--- src/point_in_triangle_mesh_test_unit_defines.svh ---
// Assertion macros used by the top-level RTL file.
`ifndef POINT_IN_TRIANGLE_MESH_TEST_UNIT_DEFINES_SVH
`define POINT_IN_TRIANGLE_MESH_TEST_UNIT_DEFINES_SVH

`ifndef SYNTHESIS
`define PITM_ASSERT(lbl, prop) \
  lbl: assert property (@(posedge clk_i) disable iff (!rst_ni) prop) \
    else $error("pitm assertion failed");
`define PITM_ASSERT_NEVER(lbl, expr) \
  lbl: assert property (@(posedge clk_i) disable iff (!rst_ni) !(expr)) \
    else $error("pitm assertion failed");
`else
`define PITM_ASSERT(lbl, prop)
`define PITM_ASSERT_NEVER(lbl, expr)
`endif

`endif

--- src/pitm_ram.sv ---
`timescale 1ns / 1ps

module pitm_ram #(
  parameter int unsigned WIDTH = 32,
  parameter int unsigned DEPTH = 64
) (
  input  logic                     clk_i,
  input  logic                     we_i,
  input  logic [$clog2(DEPTH)-1:0] waddr_i,
  input  logic [WIDTH-1:0]         wdata_i,
  input  logic                     re_i,
  input  logic [$clog2(DEPTH)-1:0] raddr_i,
  output logic [WIDTH-1:0]         rdata_o
);

  logic [WIDTH-1:0] mem_q [DEPTH];
  logic [WIDTH-1:0] rdata_q;

  always_ff @(posedge clk_i) begin
    if (we_i) begin
      mem_q[waddr_i] <= wdata_i;
    end
    if (re_i) begin
      rdata_q <= mem_q[raddr_i];
    end
  end

  assign rdata_o = rdata_q;

endmodule

--- config.mk ---
export PLATFORM = sky130hd
export DESIGN_NAME = pitm_ram
export DESIGN_NICKNAME = d
export VERILOG_FILES = /design/src/point_in_triangle_mesh_test_unit_defines.svh /design/src/pitm_ram.sv
export SDC_FILE = /design/constraint.sdc
export NUM_CORES = 2
export LEC_CHECK = 0
export BUFFER_PORTS_ARGS = -buffer_cell sky130_fd_sc_hd__buf_2
export CORE_ASPECT_RATIO = 0.7
export CORE_MARGIN = 2
export CORE_UTILIZATION = 41
export DETAILED_ROUTE_END_ITERATION = 7
export PLACE_DENSITY = 0.66
export SYNTH_ARGS = -nofsm -noshare
export SYNTH_HDL_FRONTEND = slang
export SYNTH_SLANG_ARGS = --single-unit
--- constraint.sdc ---
create_clock -name clk_i -period 3.5 [get_ports clk_i]
set_input_delay 0.175 -clock clk_i [delete_from_list [all_inputs] [get_ports clk_i]]
set_output_delay 0.175 -clock clk_i [all_outputs]
set_load 0.02 [all_outputs]
Word level (Yosys, flattened, before mapping) --
Memory sizes are Yosys's and may differ from the RTL's. A register that Yosys moved wholly into a read port is not among the register bits. Index checks and enable logic that the tools add are counted. Widths: inputs -> output; s select.
Operators by class: $add $sub $neg 0, multiply operators 0, divide/modulo/power cells 0, $lt $le $gt $ge 0, eq/ne operators 0, shift-type cells 0, multiplexer cells 2, bitwise gates (word level) 0, reductions and logical operators 0
Operators with widths (count):
- $mux 1 | 2
Storage, ports and cells: bits in registers 0, latch bits 0, memory bits (writable) 2048, ROM bits 0, input port bits 47, output and inout bits 32, word-level logic and storage cells 3, memories 1
Memory list:
- mem_q | words 64, width 32, rd ports 1, clocked after Yosys merged registers in 1, wr ports 1, line pitm_ram.sv:16 | logic [WIDTH-1:0] mem_q [DEPTH];

Logic depth before layout (Yosys ltp) --
depth after elaboration 2, mapped depth 10, depth with buffers taken out 5

Worst setup path before layout --
OpenSTA, ideal clock, no wires.
path type input-to-reg, from input port waddr_i[3], to memory mem_q[48][0], enable pin, library setup time 461 ps, arrival time 2874 ps, required time 3039 ps, setup slack 165 ps, stages on the path 4, path buffers 1, path through clkbuf_1 -> nor2b_1 -> nand4b_1 -> nor3_1
RTL lines:
- start: declaration | line pitm_ram.sv:9 | input logic [$clog2(DEPTH)-1:0] waddr_i,
- end: declaration | line pitm_ram.sv:16
No word-level cell before the write port.

==> results.yml <==
run_status:
  status: "complete, no violations"
finish:
  fin_util_pct: 47.3
  drive_gt1_share_pct: 31.0
  layout_commonest_cell: "edfxtp_1"
  syn2layout_area_growth_pct: 14.4
  final_cell_mix: "2080 x edfxtp_1, 544 x mux4_2, 226 x buf_4"
  nFillCells: 15300
  fin_nets: 3731
placed_design:
  port_buffers: 78
  hpwl_microns: 124000
  preCtsSetupSlack_ns: 0.0886
  gp_congestion: 0.845
sta:
  fin_ws_ns: 0.743
  fin_tns_setup_ns: 0
  setup_viol: 0
  final.min_clock_period_ns: 2.76
  fmax_mhz: 363
  slew_viol_final: 0
  worst_pin_slew_ns: 1.26
  relSlewSlack_pct: 16.0
  finalHoldViolations: 0
  clock_skew_ns: 0.0812
  rsz0062_at_grt: "no"
  timing.final.crit_share_pct: 78.8
synth:
  synthCells: 3324
  synth.distinct_cells: 33
  synth_async_sr_flop_share_pct: 0
  synth_flop_cell: "edfxtp_1"
  syn_area_sq_mm: 0.0788
  synth_seq_cells: 2080
  synth_area_leaders: "edfxtp_1 79%, mux4_2 16%, mux2i_1 1.2%"
  yosysWarnings: 0
  synth_edf_count: 2080
  synth_top_area_share_pct: 79.2
  yosys.area.top_type: "edfxtp_1"
  synth-seq-area-share_pct: 79.2
  avgSynthCellArea_sq_um: 23.7
  synth_nets: 3371
clock_tree:
  cts_max_level: 4
  cts_tree: "built"
  clkLatencyLatePin_ns: 0.83
  clk_pin_slew_ns: 0.07
  ctsResizeCount: 0
  clk_path_buf_depth: 4
  clock-sinks: 2080
  clock-root-buffer: "clkbuf_16"
  numCtsBuffers: 184
floorplanning:
  die-area_sq_mm: 0.196
  initial_utilization_pct: 41.3
  rows: 134
  die_h_microns: 371
  dieWidth_microns: 528
  core_sq_mm: 0.191
  num_io_pins: 79
detailed_routing:
  dr.pass1.iters: 5
  ant_nets: 0
  drtIter0Drc: 6156
  num_vias: 38200
  wirelength_microns: 208000
  vias_per_cell: 6.01
  wl_per_cell_microns: 32.8
  drc: 0
worst_setup_path:
  reg2reg_slack_ns: 1.07
  slowest_stage: "a21oi_1"
  rr_endpoint: "rdata_o[30]$_DFFE_PP_"
  critPathMaxStageDelay_ns: 1.00
  crit_path_end_kind: "register"
  r2r_cells: 4
  crit_required_ns: 4.16
  worstPathMaxFanout: 28
  cp.arrival_ns: 3.42
  crit_chain: "buf_8 -> buf_12 -> buf_12 -> or3b_1 -> o221ai_1 -> a21oi_1 -> a21oi_1 -> nor2_1"
  rr_startpoint: "mem_q[2][30]$_DFFE_PP_"
  startpoint_type: "primary input"
  worstSetupPathType: "in -> reg"
power_and_ir_drop:
  p_per_area_mw_per_mm2: 555
  vdd_drop_max_mv: 0.353
  p_leak_nw: 28.0
worst_hold_path:
  min_from: "wdata_i[31]"
  worstHoldPathCells: 1
  min_to: "mem_q[30][31]$_DFFE_PP_"
  hold_path_class: "in -> reg"
global_routing:
  grt_pass1_wl_microns: 291000
  grt_start_max_net_pins: 64
  grt_pass1_vias: 37400
  overflow: 0
  globalRouteTotalUtil_pct: 21.1
  antenna_found_initial: 20
run:
  drv_cap: 0
-- routing by layer --
| metal | wire (microns) | up-vias | GRT usage (%) | part of all wire, % |
|---|---|---|---|---|
| met1 | 85100 | 20400 | 31.7 | 41 |
| met3 | 28000 | 315 | 6.69 | 13 |
| met4 | 5290 | 8 | 5.35 | 2.5 |
| met2 | 89600 | 2389 | 29.9 | 43 |
| met5 | 47 | - | 0 | 0.023 |
| li1 | - | 15000 | - | - |
-- metrics by stage --
step	instances	power, mW	hold WS, ns	area [sq um]
floorplan	3324	29.6	0.274	78800
global route	6336	51.3	0.0433	90200
CTS	6331	50.2	0.0137	90200
global placement	5997	31.1	0.400	84400
detailed placement	5997	31.1	0.400	84400
finish	6347	50.0	0.0512	90200
-- report_power, final --
part / switching [mW] / total [mW] / internal [mW]
Sequential: 0.0989 / 27.7 / 27.6
Combinational: 1.84 / 2.87 / 1.04
Clock: 8.77 / 19.4 / 10.7
Total: 10.7 / 50.0 / 39.3
-- state kept, by name, summed over array words and instances, names as in the netlist --
register / count
mem_q: 2048
rdata_o: 32
-- synthesized netlist by cell type (all sizes together), types with 5 or more instances --
master / instances
nand3b: 5
or3b: 5
o221ai: 27
a22oi: 12
nor3: 7
clkbuf: 74
buf: 108
mux4: 544
nand2: 26
mux2i: 93
o22ai: 84
nor2b: 15
a21oi: 62
nand2b: 8
nand3: 5
nor2: 137
a311oi: 8
edfxtp: 2080
-- timing repair --
| item | 4_1_cts | 5_1_grt |
|---|---|---|
| setup buffers | 0 | 0 |
| hold buffers | 17 | 0 |
| hold endpoints to repair | 287 | 0 |
-- cell families after synthesis --
logic type	Yosys count	synth area share, %
DFF	2080	79.2
muxes	637	16.7
and+or+nand+nor	223	1.26
AOI/OAI and AO/OA	202	1.67
buffers and inverters	182	1.12
-- worst max-delay path, delay by kind of cell --
family | cells | cell delay, ns
buf+inv | 3 | 0.97
compound gates | 3 | 1.47
simple gates | 2 | 0.69
-- how the worst max path moves through the flow --
stage,slack (ns),depth (start not counted),start,to
after floorplan,0.17,4,waddr_i[3],mem_q[48][0]$_DFFE_PP_
after global placement,0.09,8,raddr_i[0],rdata_o[29]$_DFFE_PP_
after detailed placement,0.09,8,raddr_i[0],rdata_o[29]$_DFFE_PP_
after CTS,0.90,9,raddr_i[0],rdata_o[11]$_DFFE_PP_
after global routing,0.56,8,raddr_i[0],rdata_o[29]$_DFFE_PP_
final,0.74,8,raddr_i[0],rdata_o[29]$_DFFE_PP_
-- layout make-up --
type                            count  area [sq um]  area share, %
Multi-Input combinational cell   1062         16000           17.7
Clock inverter                     92           773          0.857
Antenna cell                       16          40.0         0.0444
Sequential cell                  2080         62500           69.3
Timing Repair Buffer              356          3000           3.33
Clock buffer                      225          4800           5.32
Tap cell                         2516          3150           3.49
No activity file was read; power rests on OpenSTA's default activity.
